$ cat src/rtl/look_at_basis_matrix_top_defines.svh
// Assertion helpers shared by the block's modules.
// Each macro expects clk and rst_n in scope.
`ifndef LOOK_AT_BASIS_MATRIX_TOP_DEFINES_SVH
`define LOOK_AT_BASIS_MATRIX_TOP_DEFINES_SVH

// Consequent checked in the same cycle as the antecedent.
`define LAB_ASSERT_SAME(label, ante, cons) \
    label: assert property (@(posedge clk) disable iff (!rst_n) (ante) |-> (cons)) \
        else $error("lab: same-cycle check failed");

// Consequent checked in the cycle after the antecedent.
`define LAB_ASSERT_NEXT(label, ante, cons) \
    label: assert property (@(posedge clk) disable iff (!rst_n) (ante) |=> (cons)) \
        else $error("lab: next-cycle check failed");

`endif

$ cat src/rtl/lab_pkg.sv
package lab_pkg;

    localparam int COORD_WIDTH   = 32;
    localparam int FRAC_BITS     = 16;
    localparam int MAX_FRAC_BITS = 24;
    localparam int QUEUE_DEPTH   = 2;
    localparam int VEC_W         = 64;
    localparam int UNIT_W        = MAX_FRAC_BITS + 3;
    localparam int DIFF_W        = COORD_WIDTH + 1;

    typedef logic signed [COORD_WIDTH-1:0] coord_t;
    typedef logic signed [DIFF_W-1:0]      diff_t;
    typedef logic signed [VEC_W-1:0]       vec_t;
    typedef logic signed [UNIT_W-1:0]      unit_t;
    typedef logic [1:0]                    col_t;

    localparam col_t COL_X = 2'd0;
    localparam col_t COL_Y = 2'd1;
    localparam col_t COL_Z = 2'd2;
    localparam col_t COL_T = 2'd3;

    typedef struct packed {
        coord_t aim_x;
        coord_t aim_y;
        coord_t aim_z;
        coord_t origin_x;
        coord_t origin_y;
        coord_t origin_z;
        coord_t up_x;
        coord_t up_y;
        coord_t up_z;
    } item_t;

    typedef struct packed {
        col_t   column_index;
        coord_t comp_0;
        coord_t comp_1;
        coord_t comp_2;
        logic   degenerate;
        logic   last;
    } result_t;

    typedef struct packed {
        diff_t  diff_x;
        diff_t  diff_y;
        diff_t  diff_z;
        coord_t up_x;
        coord_t up_y;
        coord_t up_z;
        coord_t origin_x;
        coord_t origin_y;
        coord_t origin_z;
    } job_t;

    typedef struct packed {
        vec_t c0;
        vec_t c1;
        vec_t c2;
    } vec3_t;

    typedef struct packed {
        unit_t c0;
        unit_t c1;
        unit_t c2;
    } uvec3_t;

    typedef struct packed {
        logic  start;
        vec3_t v;
    } unit_ctl_t;

    typedef struct packed {
        logic done;
        logic ok;
    } unit_sts_t;

endpackage

$ cat src/rtl/lab_front.sv
module lab_front #(
    parameter int DEPTH = lab_pkg::QUEUE_DEPTH
) (
    input  logic           clk,
    input  logic           rst_n,
    input  logic           item_valid,
    output logic           item_stall,
    input  lab_pkg::item_t item,
    input  logic           pop,
    output logic           job_valid,
    output lab_pkg::job_t  job
);

    `include "look_at_basis_matrix_top_defines.svh"

    localparam int PTR_W = $clog2(DEPTH);
    localparam int CNT_W = $clog2(DEPTH + 1);

    lab_pkg::job_t     slot_reg [DEPTH];
    logic [PTR_W-1:0]  wr_ptr_reg, wr_ptr_next;
    logic [PTR_W-1:0]  rd_ptr_reg, rd_ptr_next;
    logic [CNT_W-1:0]  count_reg, count_next;
    logic              push;
    logic              do_pop;
    lab_pkg::job_t     new_job;

    assign item_stall = (count_reg == CNT_W'(DEPTH));
    assign job_valid  = (count_reg != '0);
    assign job        = slot_reg[rd_ptr_reg];
    assign push       = item_valid && !item_stall;
    assign do_pop     = pop && job_valid;

    // Classify: take aim - origin exactly, one bit wider than a coordinate.
    always_comb
    begin
        new_job.diff_x   = lab_pkg::diff_t'(item.aim_x) - lab_pkg::diff_t'(item.origin_x);
        new_job.diff_y   = lab_pkg::diff_t'(item.aim_y) - lab_pkg::diff_t'(item.origin_y);
        new_job.diff_z   = lab_pkg::diff_t'(item.aim_z) - lab_pkg::diff_t'(item.origin_z);
        new_job.up_x     = item.up_x;
        new_job.up_y     = item.up_y;
        new_job.up_z     = item.up_z;
        new_job.origin_x = item.origin_x;
        new_job.origin_y = item.origin_y;
        new_job.origin_z = item.origin_z;
    end

    always_comb
    begin
        wr_ptr_next = wr_ptr_reg;
        rd_ptr_next = rd_ptr_reg;
        count_next  = count_reg;
        if (push)
        begin
            wr_ptr_next = (wr_ptr_reg == PTR_W'(DEPTH - 1)) ? '0 : wr_ptr_reg + 1'b1;
        end
        if (do_pop)
        begin
            rd_ptr_next = (rd_ptr_reg == PTR_W'(DEPTH - 1)) ? '0 : rd_ptr_reg + 1'b1;
        end
        unique case ({push, do_pop})
            2'b10:   count_next = count_reg + 1'b1;
            2'b01:   count_next = count_reg - 1'b1;
            default: count_next = count_reg;
        endcase
    end

    always_ff @(posedge clk or negedge rst_n)
    begin
        if (!rst_n)
        begin
            wr_ptr_reg <= '0;
            rd_ptr_reg <= '0;
            count_reg  <= '0;
        end
        else
        begin
            wr_ptr_reg <= wr_ptr_next;
            rd_ptr_reg <= rd_ptr_next;
            count_reg  <= count_next;
        end
    end

    always_ff @(posedge clk)
    begin
        if (push)
        begin
            slot_reg[wr_ptr_reg] <= new_job;
        end
    end

    `LAB_ASSERT_NEXT(a_fill_grows, push && !do_pop, count_reg == $past(count_reg) + 1'b1)

endmodule

$ cat config.mk
export PLATFORM = sky130hd
export DESIGN_NAME = lab_front
export DESIGN_NICKNAME = d
export VERILOG_FILES = /design/src/rtl/lab_pkg.sv /design/src/rtl/lab_front.sv
export VERILOG_INCLUDE_DIRS = /design/src /design/src/rtl
export SDC_FILE = /design/constraint.sdc
export NUM_CORES = 1
export LEC_CHECK = 0
export CAP_MARGIN = 30
export CORE_MARGIN = 4
export CORE_UTILIZATION = 55
export CTS_CLUSTER_DIAMETER = 40
export CTS_CLUSTER_SIZE = 24
export DETAILED_ROUTE_END_ITERATION = 10
export DONT_BUFFER_PORTS = 1
export PLACE_DENSITY_LB_ADDON = 0.08
export SLEW_MARGIN = 15
export SYNTH_ARGS = -nofsm -noshare
export SYNTH_HDL_FRONTEND = slang
export SYNTH_SLANG_ARGS = --single-unit
$ cat constraint.sdc
create_clock -name clk -period 19.1 [get_ports clk]
set_input_delay 3.82 -clock clk [delete_from_list [all_inputs] [get_ports clk]]
set_output_delay 3.82 -clock clk [all_outputs]
set_load 0.005 [all_outputs]
-- Word level (Yosys, flattened, before mapping)
Memory sizes are Yosys's and may differ from the RTL's.
Cells that the tools add are included.
- memory bits (writable): 582
- output and inout port bits: 293
- register bits: 4
- bits of input ports: 292
- word-level logic and storage cells: 24
- memories: 1
- memory list (name ; words ; width ; read ports ; clocked after memory_dff ; wr ports ; RTL line ; RTL):
    slot_reg ; 2 ; 291 ; 1 ; 0 ; 1 ; lab_front.sv:19 ; lab_pkg::job_t slot_reg [DEPTH];
- reductions and logical operators: 5
- equality and inequality tests: 3
- add/subtract/negate cells: 7
- multiplexer cells: 5
- operators by type and width (operator ; count):
    $sub 32x32->33 ; 3
    $eq 2x2->1 const B ; 2
    $mux 1 ; 4
    $pmux 2 s2 ; 1
    $reduce_bool 2->1 ; 2
    $add 1x1->1 const B ; 2
    $add 2x1->2 const B ; 1
    $eq 2x1->1 const B ; 1
    $logic_and 1x1->1 ; 2
    $sub 2x1->2 const B ; 1
    $logic_not 1->1 ; 1

-- Logic depth before layout (Yosys ltp)
- depth after elaboration: 5
- gate-level depth with buffers: 11
- depth with buffers taken out: 11

-- Least setup slack after synthesis
OpenSTA, ideal clock, no wires.
- kind: input to register
- from: input port item_valid
- to: memory slot_reg[0][0] in the netlist's numbering (enable)
- required time: 18.151 ns
- path buffers: 0
- data arrival time: 15.963 ns
- stages on the path: 2
- setup time: 0.949 ns
- slack: 2.188 ns
- cells stage by stage: nand2_1 > nor2_1
- word-level cells in the longest chain between the ends: 3
- RTL lines (item ; RTL line ; RTL):
    start, declared ; lab_front.sv:6 ; input logic item_valid,
    $logic_and 1x1->1 ; lab_front.sv:30 ; assign push = item_valid && !item_stall;
    $mux 1 ; lab_front.sv:85 ; if (push)
    $mux 1 (implied by the code) ; lab_front.sv:87 ; slot_reg[wr_ptr_reg] <= new_job;
    end, declared ; lab_front.sv:19 ;
No other way between the ends.

==> results_dict.tcl <==
set metrics [dict create \
    ys_ff_latch 586 \
    fp.dieW_microns 227 \
    gp_congestion 0.877 \
    finalCritPeriodShare_pct 38.2 \
    initial_utilization_pct 56.2 \
    cts_buffers 81 \
    grt_pass1_vias 14778 \
    core_area_sq_um 47000 \
    ys_types 63 \
    synth_area_sq_um 26400 \
    hold_depth 1 \
    cts.sinks 586 \
    status "completed" \
    drt_iter0_markers 1190 \
    vias_per_cell 5.97 \
    synthCells 1732 \
    slew_viol_final 0 \
    wl_per_cell_microns 26.4 \
    endpoint_kind "output pin" \
    area_growth_pct 13.9 \
    grt_max_degree 181 \
    fmax_mhz 137 \
    required_ns 15.28 \
    stdcell_count 2457 \
    synth_ff_type "edfxtp_1" \
    synth_edf_count 582 \
    reg2regPathDepth 6 \
    placed_cells 2302 \
    worstSetupStartpointType "flip-flop" \
    wirelength_microns 64900 \
    layout-drive-gt1-share_pct 25.0 \
    dr_total_vias 14667 \
    antenna_found_initial 2 \
    report.final.setup_viol 0 \
    cts-root-buf "clkbuf_16" \
    yosysTopAreaCell "edfxtp_1" \
    clkTransAtPathRegs_ns 0.06 \
    syn_nets 2124 \
    h-tree-depth 3 \
    grtUsageTotal_pct 24.2 \
    worst_slack_ns 11.81 \
    cts_resized 0 \
    port_buffers 0 \
    min_path_type "reg -> reg" \
    ant_nets 0 \
    dp_hpwl_microns 46600 \
    grt_pass1_wl_microns 93100 \
    cts_hold_buf 0 \
    finalHoldViolCount 0 \
    arrival_ns 3.47 \
    clock_skew_ns 0.0133 \
    cts_buffer_depth 3 \
    setup_tns_ns 0 \
    power.static_leakage_nw 10.9 \
    io_pins 585 \
    die-height_microns 227 \
    worstMarginPinSlew_ns 1.11 \
    worst_ir_drop_vdd_mv 0.109 \
    ys_warn_count 0 \
    avgSynthCellArea_sq_um 15.2 \
    crit_fanout 70 \
    power.density_nw_per_um2 150 \
    post_cts_buffers 0 \
    hold-path-endpoint "count_reg[1]" \
    dieArea_sq_um 51500 \
    dp_slack_ns 12.14 \
    crit_type "reg -> out" \
    rr_endpoint "slot_reg[0][53]" \
    synthDominantCellAreaShare_pct 66.2 \
    layout_min_cycle_time_ns 7.29 \
    max_cap_violations 0 \
    grt-ovfl-total 0 \
    min_from "count_reg[1]" \
    r2r_setup_slack_ns 15.44 \
    drt_pass1_iterations 6 \
    largest_reg_flops 582 \
    rsz0062_at_grt "false" \
    ys_top_cells_by_area "edfxtp_1 (66%), mux2_2 (12%), ha_1 (4.6%)" \
    max_slew_margin_pct 25.8 \
    cts_tree "built" \
    r2r_start "count_reg[0]" \
    drc 0 \
    fp-row-count 79 \
    clkLatencyLatePin_ns 0.61 \
    seq_area_frac_synth_pct 66.6 \
    synthArstFlopShare_pct 0.683 \
    final_nets 2172 \
]
[worst max path at each step]
stage / start / end / slack, ns / cells after the start
2_1_floorplan: item_valid / slot_reg[0][0] / 2.19 / 2
3_3_place_gp: item[132] / slot_reg[0][250] / 12.18 / 10
3_5_place_dp: item[132] / slot_reg[1][250] / 12.14 / 10
4_1_cts: rd_ptr_reg / job[259] / 11.73 / 4
5_1_grt: rd_ptr_reg / job[67] / 11.64 / 4
6_report: rd_ptr_reg / job[67] / 11.81 / 4
[cell usage after synthesis (all sizes together), types with 7 or more instances]
master  instances
xor2           28
a21o           27
nand2b         11
inv           121
nor3           11
o21ai          53
o21bai          8
o211ai          9
a31oi          18
nand2          67
mux2          291
xnor2          57
a21oi          77
ha             97
clkbuf         47
and3           11
nor2b          19
o31a            8
o21a           14
nor2           60
nand3          22
nand4           8
edfxtp        582
a211oi          7
[placed cells by master, fill, tap and decap left out, types with 5 or more instances in the layout]
cell type   count
nand4_1         8
inv_8           6
xor2_1         28
nor2b_1        18
nand3_1        22
clkinv_8       11
o22ai_1         5
o21ai_0        52
clkinv_4        8
edfxtp_1      582
clkinv_1        7
nor3_1         11
nand2_1        67
nor4_1          5
and3_1         10
buf_4           8
a21o_1         27
nand2b_1       11
a31oi_1        17
a21oi_1        77
mux2_2        291
ha_1           97
o31a_1          8
nor2_1         59
o21a_1         14
a211oi_1        7
inv_1         121
xnor2_1        57
o21bai_1        8
o211ai_1        9
inv_6          12
clkbuf_16      82
clkinvlp_4      6
bufinv_16      10
[cell type report]
cell class,instances,area [sq um]
sequential,586,17600
fill,3346,16900
multi-input combinational,977,8180
clock buffer,85,2060
clock inverter,66,861
tap,607,759
inverter,121,454
timing repair buffer,13,151
antenna,2,5.00
[stage by stage]
step,power [mW],hold WS [ns],utilization [%],area (sq um)
6_report,4.52,0.497,64.0,30100
5_1_grt,4.70,0.515,64.0,30100
4_1_cts,4.56,0.494,63.9,30000
3_5_place_dp,2.97,0.487,57.7,27100
3_3_place_gp,2.95,0.472,57.6,27100
2_1_floorplan,2.77,0.456,-,26400
[worst max-delay path, cell delays in order, from the launching register on]
cell,delay (ns)
dfrtp_4,0.85
buf_4,0.43
buf_16,0.30
buf_4,0.73
mux2_2,0.44
[routing by layer]
layer  wire length [microns]  part of all wire (%)  track usage [%]
met5                      12                 0.018                0
met4                    1960                   3.0             7.93
met3                    6610                    10             9.22
met2                   31500                    48             39.5
met1                   24800                    38             30.1
[cell families (layout without fill, tap and decap cells)]
family                     count (synthesis)  in the layout  share of synthesized area, %
buffers and inverters                    169            285                          2.40
adders and majority gates                100            100                          4.83
muxes                                    291            291                          12.4
DFF                                      586            586                          66.6
AOI/OAI and AO/OA                        264            264                          6.51
xor gates and xnor gates                  85             85                          2.82
other                                      0              2                             0
and+or+nand+nor                          237            237                          4.39
[power by group]
part	internal, mW	total, mW	switching, mW
combinational	0.416	1.04	0.625
clock	0.957	1.57	0.618
sequential	1.80	1.90	0.101
total	3.17	4.52	1.34
No activity file was read; power rests on OpenSTA's default activity.
