--- config.mk ---
export PLATFORM = sky130hd
export DESIGN_NAME = lab_back
export DESIGN_NICKNAME = d
export VERILOG_FILES = /design/src/rtl/lab_pkg.sv /design/src/rtl/lab_back.sv
export VERILOG_INCLUDE_DIRS = /design/src /design/src/rtl
export SDC_FILE = /design/constraint.sdc
export NUM_CORES = 2
export LEC_CHECK = 0
export BUFFER_PORTS_ARGS = -buffer_cell sky130_fd_sc_hd__buf_2
export CORE_ASPECT_RATIO = 0.8
export CORE_MARGIN = 5
export CORE_UTILIZATION = 35
export DETAILED_ROUTE_END_ITERATION = 10
export GPL_ROUTABILITY_DRIVEN = 0
export GPL_TIMING_DRIVEN = 1
export SLEW_MARGIN = 25
export SYNTH_ARGS = -nofsm -noshare
export SYNTH_HDL_FRONTEND = slang
export SYNTH_SLANG_ARGS = --single-unit
--- constraint.sdc ---
create_clock -name clk -period 12.7 [get_ports clk]
set_clock_uncertainty 0.1 [all_clocks]
set_input_delay 2.54 -clock clk [delete_from_list [all_inputs] [get_ports clk]]
set_output_delay 2.54 -clock clk [all_outputs]
set_load 0.05 [all_outputs]
--- src/rtl/look_at_basis_matrix_top_defines.svh ---
// Assertion helpers shared by the block's modules.
// Each macro expects clk and rst_n in scope.
`ifndef LOOK_AT_BASIS_MATRIX_TOP_DEFINES_SVH
`define LOOK_AT_BASIS_MATRIX_TOP_DEFINES_SVH

// Consequent checked in the same cycle as the antecedent.
`define LAB_ASSERT_SAME(label, ante, cons) \
    label: assert property (@(posedge clk) disable iff (!rst_n) (ante) |-> (cons)) \
        else $error("lab: same-cycle check failed");

// Consequent checked in the cycle after the antecedent.
`define LAB_ASSERT_NEXT(label, ante, cons) \
    label: assert property (@(posedge clk) disable iff (!rst_n) (ante) |=> (cons)) \
        else $error("lab: next-cycle check failed");

`endif

--- src/rtl/lab_pkg.sv ---
package lab_pkg;

    localparam int COORD_WIDTH   = 32;
    localparam int FRAC_BITS     = 16;
    localparam int MAX_FRAC_BITS = 24;
    localparam int QUEUE_DEPTH   = 2;
    localparam int VEC_W         = 64;
    localparam int UNIT_W        = MAX_FRAC_BITS + 3;
    localparam int DIFF_W        = COORD_WIDTH + 1;

    typedef logic signed [COORD_WIDTH-1:0] coord_t;
    typedef logic signed [DIFF_W-1:0]      diff_t;
    typedef logic signed [VEC_W-1:0]       vec_t;
    typedef logic signed [UNIT_W-1:0]      unit_t;
    typedef logic [1:0]                    col_t;

    localparam col_t COL_X = 2'd0;
    localparam col_t COL_Y = 2'd1;
    localparam col_t COL_Z = 2'd2;
    localparam col_t COL_T = 2'd3;

    typedef struct packed {
        coord_t aim_x;
        coord_t aim_y;
        coord_t aim_z;
        coord_t origin_x;
        coord_t origin_y;
        coord_t origin_z;
        coord_t up_x;
        coord_t up_y;
        coord_t up_z;
    } item_t;

    typedef struct packed {
        col_t   column_index;
        coord_t comp_0;
        coord_t comp_1;
        coord_t comp_2;
        logic   degenerate;
        logic   last;
    } result_t;

    typedef struct packed {
        diff_t  diff_x;
        diff_t  diff_y;
        diff_t  diff_z;
        coord_t up_x;
        coord_t up_y;
        coord_t up_z;
        coord_t origin_x;
        coord_t origin_y;
        coord_t origin_z;
    } job_t;

    typedef struct packed {
        vec_t c0;
        vec_t c1;
        vec_t c2;
    } vec3_t;

    typedef struct packed {
        unit_t c0;
        unit_t c1;
        unit_t c2;
    } uvec3_t;

    typedef struct packed {
        logic  start;
        vec3_t v;
    } unit_ctl_t;

    typedef struct packed {
        logic done;
        logic ok;
    } unit_sts_t;

endpackage

--- src/rtl/lab_back.sv ---
module lab_back (
    input  logic               clk,
    input  logic               rst_n,
    input  logic               job_valid,
    input  lab_pkg::job_t      job,
    output logic               pop,
    output lab_pkg::unit_ctl_t ctl,
    input  lab_pkg::unit_sts_t sts,
    input  lab_pkg::uvec3_t    ures,
    output logic               result_valid,
    input  logic               result_stall,
    output lab_pkg::result_t   result
);

    `include "look_at_basis_matrix_top_defines.svh"

    localparam int PROD_W = 2 * lab_pkg::UNIT_W;

    typedef enum logic [7:0] {
        B_IDLE = 8'b00000001,
        B_UY   = 8'b00000010,
        B_UU   = 8'b00000100,
        B_CX   = 8'b00001000,
        B_UX   = 8'b00010000,
        B_CZ   = 8'b00100000,
        B_UZ   = 8'b01000000,
        B_EMIT = 8'b10000000
    } bstate_t;

    bstate_t             state_reg, state_next;
    lab_pkg::job_t       job_reg, job_next;
    lab_pkg::uvec3_t     y_reg, y_next;
    lab_pkg::uvec3_t     u_reg, u_next;
    lab_pkg::uvec3_t     x_reg, x_next;
    lab_pkg::uvec3_t     z_reg, z_next;
    lab_pkg::vec_t       acc_reg, acc_next;
    lab_pkg::vec_t       crs0_reg, crs0_next;
    lab_pkg::vec_t       crs1_reg, crs1_next;
    logic [2:0]          ph_reg, ph_next;
    logic                ok_reg, ok_next;
    lab_pkg::col_t       beat_reg, beat_next;
    logic                ustart_reg, ustart_next;
    lab_pkg::vec3_t      uvec_reg, uvec_next;
    logic                out_valid_reg, out_valid_next;
    lab_pkg::result_t    out_reg, out_next;

    lab_pkg::unit_t      a_op [3];
    lab_pkg::unit_t      b_op [3];
    logic [1:0]          i1, i2;
    lab_pkg::unit_t      op_a, op_b;
    logic signed [PROD_W-1:0] prod;
    lab_pkg::vec_t       prod_ext;
    lab_pkg::vec_t       diff_last;
    logic                load;
    lab_pkg::result_t    col;

    assign pop          = (state_reg == B_IDLE) && job_valid;
    assign ctl.start    = ustart_reg;
    assign ctl.v        = uvec_reg;
    assign result_valid = out_valid_reg;
    assign result       = out_reg;
    assign load         = (state_reg == B_EMIT) && (!out_valid_reg || !result_stall);

    // Cross product operands: y x u for the x axis, x x y for the z axis.
    always_comb
    begin
        if (state_reg == B_CX)
        begin
            a_op[0] = y_reg.c0; a_op[1] = y_reg.c1; a_op[2] = y_reg.c2;
            b_op[0] = u_reg.c0; b_op[1] = u_reg.c1; b_op[2] = u_reg.c2;
        end
        else
        begin
            a_op[0] = x_reg.c0; a_op[1] = x_reg.c1; a_op[2] = x_reg.c2;
            b_op[0] = y_reg.c0; b_op[1] = y_reg.c1; b_op[2] = y_reg.c2;
        end
        unique case (ph_reg[2:1])
            2'd0:    begin i1 = 2'd1; i2 = 2'd2; end
            2'd1:    begin i1 = 2'd2; i2 = 2'd0; end
            default: begin i1 = 2'd0; i2 = 2'd1; end
        endcase
        if (ph_reg[0])
        begin
            op_a = a_op[i2];
            op_b = b_op[i1];
        end
        else
        begin
            op_a = a_op[i1];
            op_b = b_op[i2];
        end
        prod      = op_a * op_b;
        prod_ext  = lab_pkg::vec_t'(prod);
        diff_last = acc_reg - prod_ext;
    end

    // Column for the current beat; axis columns drop to zero when degenerate.
    always_comb
    begin
        col.column_index = beat_reg;
        col.degenerate   = !ok_reg;
        col.last         = (beat_reg == lab_pkg::COL_T);
        unique case (beat_reg)
            lab_pkg::COL_X:
            begin
                col.comp_0 = lab_pkg::coord_t'(x_reg.c0);
                col.comp_1 = lab_pkg::coord_t'(x_reg.c1);
                col.comp_2 = lab_pkg::coord_t'(x_reg.c2);
            end
            lab_pkg::COL_Y:
            begin
                col.comp_0 = lab_pkg::coord_t'(y_reg.c0);
                col.comp_1 = lab_pkg::coord_t'(y_reg.c1);
                col.comp_2 = lab_pkg::coord_t'(y_reg.c2);
            end
            lab_pkg::COL_Z:
            begin
                col.comp_0 = lab_pkg::coord_t'(z_reg.c0);
                col.comp_1 = lab_pkg::coord_t'(z_reg.c1);
                col.comp_2 = lab_pkg::coord_t'(z_reg.c2);
            end
            default:
            begin
                col.comp_0 = job_reg.origin_x;
                col.comp_1 = job_reg.origin_y;
                col.comp_2 = job_reg.origin_z;
            end
        endcase
        if (!ok_reg && (beat_reg != lab_pkg::COL_T))
        begin
            col.comp_0 = '0;
            col.comp_1 = '0;
            col.comp_2 = '0;
        end
    end

    always_comb
    begin
        state_next     = state_reg;
        job_next       = job_reg;
        y_next         = y_reg;
        u_next         = u_reg;
        x_next         = x_reg;
        z_next         = z_reg;
        acc_next       = acc_reg;
        crs0_next      = crs0_reg;
        crs1_next      = crs1_reg;
        ph_next        = ph_reg;
        ok_next        = ok_reg;
        beat_next      = beat_reg;
        ustart_next    = 1'b0;
        uvec_next      = uvec_reg;
        out_next       = out_reg;
        out_valid_next = out_valid_reg;

        if (load)
        begin
            out_next       = col;
            out_valid_next = 1'b1;
        end
        else if (!result_stall)
        begin
            out_valid_next = 1'b0;
        end

        unique case (state_reg)
            B_IDLE:
            begin
                if (job_valid)
                begin
                    job_next     = job;
                    ok_next      = 1'b1;
                    ustart_next  = 1'b1;
                    uvec_next.c0 = lab_pkg::vec_t'(job.diff_x);
                    uvec_next.c1 = lab_pkg::vec_t'(job.diff_y);
                    uvec_next.c2 = lab_pkg::vec_t'(job.diff_z);
                    state_next   = B_UY;
                end
            end
            B_UY:
            begin
                if (sts.done)
                begin
                    y_next       = ures;
                    ok_next      = ok_reg && sts.ok;
                    ustart_next  = 1'b1;
                    uvec_next.c0 = lab_pkg::vec_t'(job_reg.up_x);
                    uvec_next.c1 = lab_pkg::vec_t'(job_reg.up_y);
                    uvec_next.c2 = lab_pkg::vec_t'(job_reg.up_z);
                    state_next   = B_UU;
                end
            end
            B_UU:
            begin
                if (sts.done)
                begin
                    u_next     = ures;
                    ok_next    = ok_reg && sts.ok;
                    ph_next    = '0;
                    state_next = B_CX;
                end
            end
            B_CX, B_CZ:
            begin
                // Even phase: first product; odd phase: subtract the second.
                ph_next = ph_reg + 1'b1;
                if (!ph_reg[0])
                begin
                    acc_next = prod_ext;
                end
                else if (ph_reg[2:1] == 2'd0)
                begin
                    crs0_next = diff_last;
                end
                else if (ph_reg[2:1] == 2'd1)
                begin
                    crs1_next = diff_last;
                end
                else
                begin
                    ustart_next  = 1'b1;
                    uvec_next.c0 = crs0_reg;
                    uvec_next.c1 = crs1_reg;
                    uvec_next.c2 = diff_last;
                    state_next   = (state_reg == B_CX) ? B_UX : B_UZ;
                end
            end
            B_UX:
            begin
                if (sts.done)
                begin
                    x_next     = ures;
                    ok_next    = ok_reg && sts.ok;
                    ph_next    = '0;
                    state_next = B_CZ;
                end
            end
            B_UZ:
            begin
                if (sts.done)
                begin
                    z_next     = ures;
                    ok_next    = ok_reg && sts.ok;
                    beat_next  = lab_pkg::COL_X;
                    state_next = B_EMIT;
                end
            end
            B_EMIT:
            begin
                if (load)
                begin
                    beat_next = beat_reg + 1'b1;
                    if (beat_reg == lab_pkg::COL_T)
                    begin
                        state_next = B_IDLE;
                    end
                end
            end
            default:
            begin
                state_next = B_IDLE;
            end
        endcase
    end

    always_ff @(posedge clk or negedge rst_n)
    begin
        if (!rst_n)
        begin
            state_reg     <= B_IDLE;
            ustart_reg    <= 1'b0;
            out_valid_reg <= 1'b0;
            ph_reg        <= '0;
            beat_reg      <= '0;
            ok_reg        <= 1'b0;
        end
        else
        begin
            state_reg     <= state_next;
            ustart_reg    <= ustart_next;
            out_valid_reg <= out_valid_next;
            ph_reg        <= ph_next;
            beat_reg      <= beat_next;
            ok_reg        <= ok_next;
        end
    end

    always_ff @(posedge clk)
    begin
        job_reg  <= job_next;
        y_reg    <= y_next;
        u_reg    <= u_next;
        x_reg    <= x_next;
        z_reg    <= z_next;
        acc_reg  <= acc_next;
        crs0_reg <= crs0_next;
        crs1_reg <= crs1_next;
        uvec_reg <= uvec_next;
        out_reg  <= out_next;
    end

    `LAB_ASSERT_SAME(a_done_expected, sts.done, state_reg == B_UY || state_reg == B_UU || state_reg == B_UX || state_reg == B_UZ)
    `LAB_ASSERT_NEXT(a_emit_ends, load && beat_reg == lab_pkg::COL_T, state_reg == B_IDLE)

endmodule
Yosys cells after proc, flatten, opt, wreduce, memory -nomap -nowiden

Cells that the tools add are included.

Bits in writable memories: 0
ROM bits: 0
Output and inout port bits: 295
Register bits after elaboration: 1,006
Memories: 0
Bits in latches: 0

Multiplexer cells: 53
Bitwise logic cells: 4
$add $sub $neg: 3
Equality and inequality tests: 26
Shifts and indexed selects: 0
Order comparisons: 2
Divide/modulo/power cells: 0
Reductions and logical operators: 30
$mul: 1

Operators with widths:

| operator                                       | count |
|---|---|
| two-way mux 192 bit                            | 5 |
| case mux 192 bit (3 select lines)              | 1 |
| case mux 96 bit (3 select lines)               | 1 |
| two-way mux 27 bit                             | 10 |
| binary-select mux 27 bit (select 2 bit)        | 4 |
| two-way mux 81 bit                             | 2 |
| two-way mux 8 bit                              | 10 |
| case mux 8 bit (7 select lines)                | 1 |
| subtractor 54 x 54 -> 55 bit                   | 1 |
| multiplier 27 x 27 -> 54 bit                   | 1 |
| != test 2 bit (second input constant)          | 11 |
| AND reduction 2 bit                            | 7 |
| case mux 2 bit (2 select lines)                | 3 |
| AND reduction 10 bit                           | 1 |
| two-way mux 1 bit                              | 9 |
| AND reduction 3 bit                            | 3 |
| == test 8 x 1 -> 1 bit (second input constant) | 1 |
| == test 8 x 2 -> 1 bit (second input constant) | 1 |
| == test 8 x 3 -> 1 bit (second input constant) | 1 |
| == test 8 x 4 -> 1 bit (second input constant) | 1 |
| == test 8 x 5 -> 1 bit (second input constant) | 1 |
| == test 8 x 6 -> 1 bit (second input constant) | 1 |
| == test 8 x 7 -> 1 bit (second input constant) | 1 |
| == test 8 bit (second input constant)          | 1 |
| 24 further kinds                               | 41 |

Longest topological paths before layout

Word-level depth: 13
Depth in mapped cells: 55
Depth with buffers taken out: 49

Worst setup path before layout

OpenSTA, ideal clock, no wires.

Path type: in2reg
From: input port job_valid
To: register uvec_reg, in the netlist ctl[0], enable pin
Cell stages on the path: 3
Buffers on the path: 0
Data arrival time: 13,146 ps
Data required time: 11,682 ps
Path slack: -1,464 ps
Path through: and2_1 nor2_1 o21ai_0

Cells in the longest elaborated chain, start to end: 2

RTL lines:

| element                              | RTL line        | text |
|---|---|---|
| start, declared                      | lab_back.sv:4   | `input logic job_valid,` |
| != test 2 bit (no source line)       | -               |  |
| AND reduction 6 bit (no source line) | -               |  |
| end signal, assigned                 | lab_back.sv:298 | `uvec_reg <= uvec_next;` |
| end, declared                        | lab_back.sv:43  | `lab_pkg::vec3_t uvec_reg, uvec_next;` |

Every way passes these cells.
A chain may end at the register's enable or synchronous reset.

==> flow_summary.json <==
{
  "crit_path_max_incr_delay_ns": 0.55,
  "synthSimpleGateAreaFrac_pct": 9.53,
  "cts_tree": "built",
  "synth_nets": 6967,
  "synth_xor_area_share_pct": 1.64,
  "cp_data_required_time_ns": 13.11,
  "drc_errors": 0,
  "syn_to_final_growth_pct": 17.1,
  "regToRegSetupSlack_ns": 0.46,
  "cp-start-kind": "flip-flop",
  "drive_gt1_share_pct": 19.0,
  "wl_per_cell_um": 23.0,
  "syn-cell-area_mm2": 0.0652,
  "critPathSlowestCell": "fa_1",
  "largest_reg_flops": 192,
  "ys_ff_latch": 961,
  "hold_ws_ns": 0.413,
  "min_path_type": "reg -> reg",
  "initial_core_util_pct": 35.2,
  "tightest_slew_ns": 1.11,
  "relSlewSlack_pct": 26.0,
  "synth.top_cell.area_share_pct": 43.6,
  "cts_root_buf": "clkbuf_16",
  "clkSinkCount": 961,
  "cts.path.max_buffers": 3,
  "ant_nets": 0,
  "syn_avg_cell_area_um2": 11.6,
  "critPathMostFrequentCell": "fa_1",
  "dpl.hpwl_um": 158000,
  "critPathCaptureType": "flip-flop",
  "final_cell_mix": "edfxtp_1 (945), inv_1 (877), nand2_1 (867), fa_1 (762), buf_2 (674)",
  "vias_per_cell": 5.19,
  "clk_pin_slew_worst_paths_ns": 0.07,
  "core_area_mm2": 0.185,
  "drv_slew": 0,
  "port_buffers": 672,
  "synth-edff-count": 945,
  "clk_latency_ns": 0.75,
  "synth_mux_area_share_pct": 1.42,
  "grt_pass1_vias": 48100,
  "fill_cells": 17600,
  "crit_type": "reg -> reg",
  "finalWirelength_um": 205000,
  "ys_seq_area_share_pct": 44.2,
  "max_freq_mhz": 81.7,
  "synth_top_family_by_area": "adder cells",
  "synth.distinct_cells": 112,
  "layout_setup_ws_ns": 0.456,
  "synth_compound_area_share_pct": 8.64,
  "setup_viol": 0,
  "yosysWarnings": 0,
  "rsz0062_at_grt": "true",
  "finalHoldViolCount": 0,
  "worstPathArrival_ns": 12.65,
  "die_w_um": 492,
  "cts_buffers": 102,
  "grt_pass1_wl_um": 306000,
  "first_pass_iters": 9,
  "multi_input_area_mm2": 0.0321,
  "dp_cells": 8660,
  "grt_overflow_total": 0,
  "ios": 673,
  "pre_cts_ws_ns": -0.637,
  "grt_max_degree": 133,
  "area.sequential_mm2": 0.0288,
  "fin_crit_sh_pct": 96.4,
  "synthFlopType": "edfxtp_1",
  "htreeDepth": 3,
  "final_cells": 8891,
  "syn_inst": 5627,
  "synth.area.top_cells": "edfxtp_1 (44%), fa_1 (23%), inv_1 (5.1%), nand2_1 (5.0%), ha_1 (3.8%)",
  "die_h_um": 396,
  "drtIter0Drc": 4749,
  "die_area_mm2": 0.195,
  "status": "finished clean",
  "critPathMaxFanout": 46,
  "grtUsageTotal_pct": 20.7,
  "fin_nets": 7695,
  "grt_antenna_before_repair": 32,
  "final_common_cell": "edfxtp_1",
  "fin_crit_ns": 12.24,
  "yosys.area_share.adder_pct": 27.6,
  "yosys.area.top_type": "edfxtp_1",
  "async_flop_share_pct": 1.66,
  "vias": 46100,
  "cap_violations": 0,
  "num_rows": 141
}
## metrics by stage
| step | cell area, um2 | utilization [%] | TNS (ns) |
|---|---|---|---|
| after floorplan | 65200 | - | 0 |
| after global placement | 72300 | 39.1 | -1.93 |
| after detailed placement | 72300 | 39.1 | -3.82 |
| after CTS | 75900 | 41.1 | 0 |
| after global routing | 76300 | 41.3 | -0.0184 |
| final | 76300 | 41.3 | 0 |
## timing repair
action	4_1_cts	5_1_grt
setup buffers	5	11
hold buffers	0	0
pin swaps	3	8
hold endpoints to repair	0	0
resized for setup	13	50
setup endpoints to repair	23	33
cloned	0	2
## worst paths after layout
path | start | endpoint | cells past startpoint
max in group asynchronous | rst_n | ph_reg[0] | 1
min reg2reg | crs1_reg[36] | ctl[100] | 1
max reg2reg | state_reg[2] | ctl[53] | 44
min in group asynchronous | rst_n | ustart_reg | 1
min | crs1_reg[36] | ctl[100] | 1
max | state_reg[2] | ctl[53] | 44
## worst max-delay path: cells and delay by family (launching register included)
family	cells	cell delay (ns)
flops	1	0.44
compound gates	12	3.17
mux	1	0.15
simple gates	10	2.00
buf+inv	8	0.71
fa+ha+maj	11	5.03
xor+xnor	2	0.36
## layout make-up
cell class,count,share of cell area [%]
clock buffer,123,3.48
antenna,18,0.0590
multi-input combinational,3491,42.1
timing repair buffer,921,7.21
clock inverter,68,1.18
sequential,961,37.7
inverter,878,4.32
tap,2431,3.99
## cells in the mapped netlist, types with 81 or more instances
library cell / n
clkbuf_1: 220
o21ai_0: 137
inv_1: 878
fa_1: 762
ha_1: 200
edfxtp_1: 945
a222oi_1: 81
nand2_1: 869
nor2_1: 448
a21o_1: 142
a21oi_1: 150
a22oi_1: 96
## logic make-up (layout without fill, tap and decap cells)
group	after synthesis	count (layout)
AO/OA/AOI/OAI	782	782
XOR/XNOR	119	119
adder cells (fa/ha/maj)	981	981
buffers and inverters	1175	1990
flip-flops	961	961
multiplexers	85	85
other	0	18
AND/OR/NAND/NOR	1524	1524
## routing by layer
metal | global-route usage [%] | wire length (um) | vias to the layer above
met5 | 0 | 11 | -
met4 | 6.79 | 7040 | 2
met3 | 4.45 | 17500 | 365
met2 | 34.6 | 99200 | 2017
met1 | 27.0 | 81100 | 23600
li1 | - | - | 20100
Power is not shown: default switching activity piles up to over one toggle a cycle in this logic, so the estimate is an artifact.
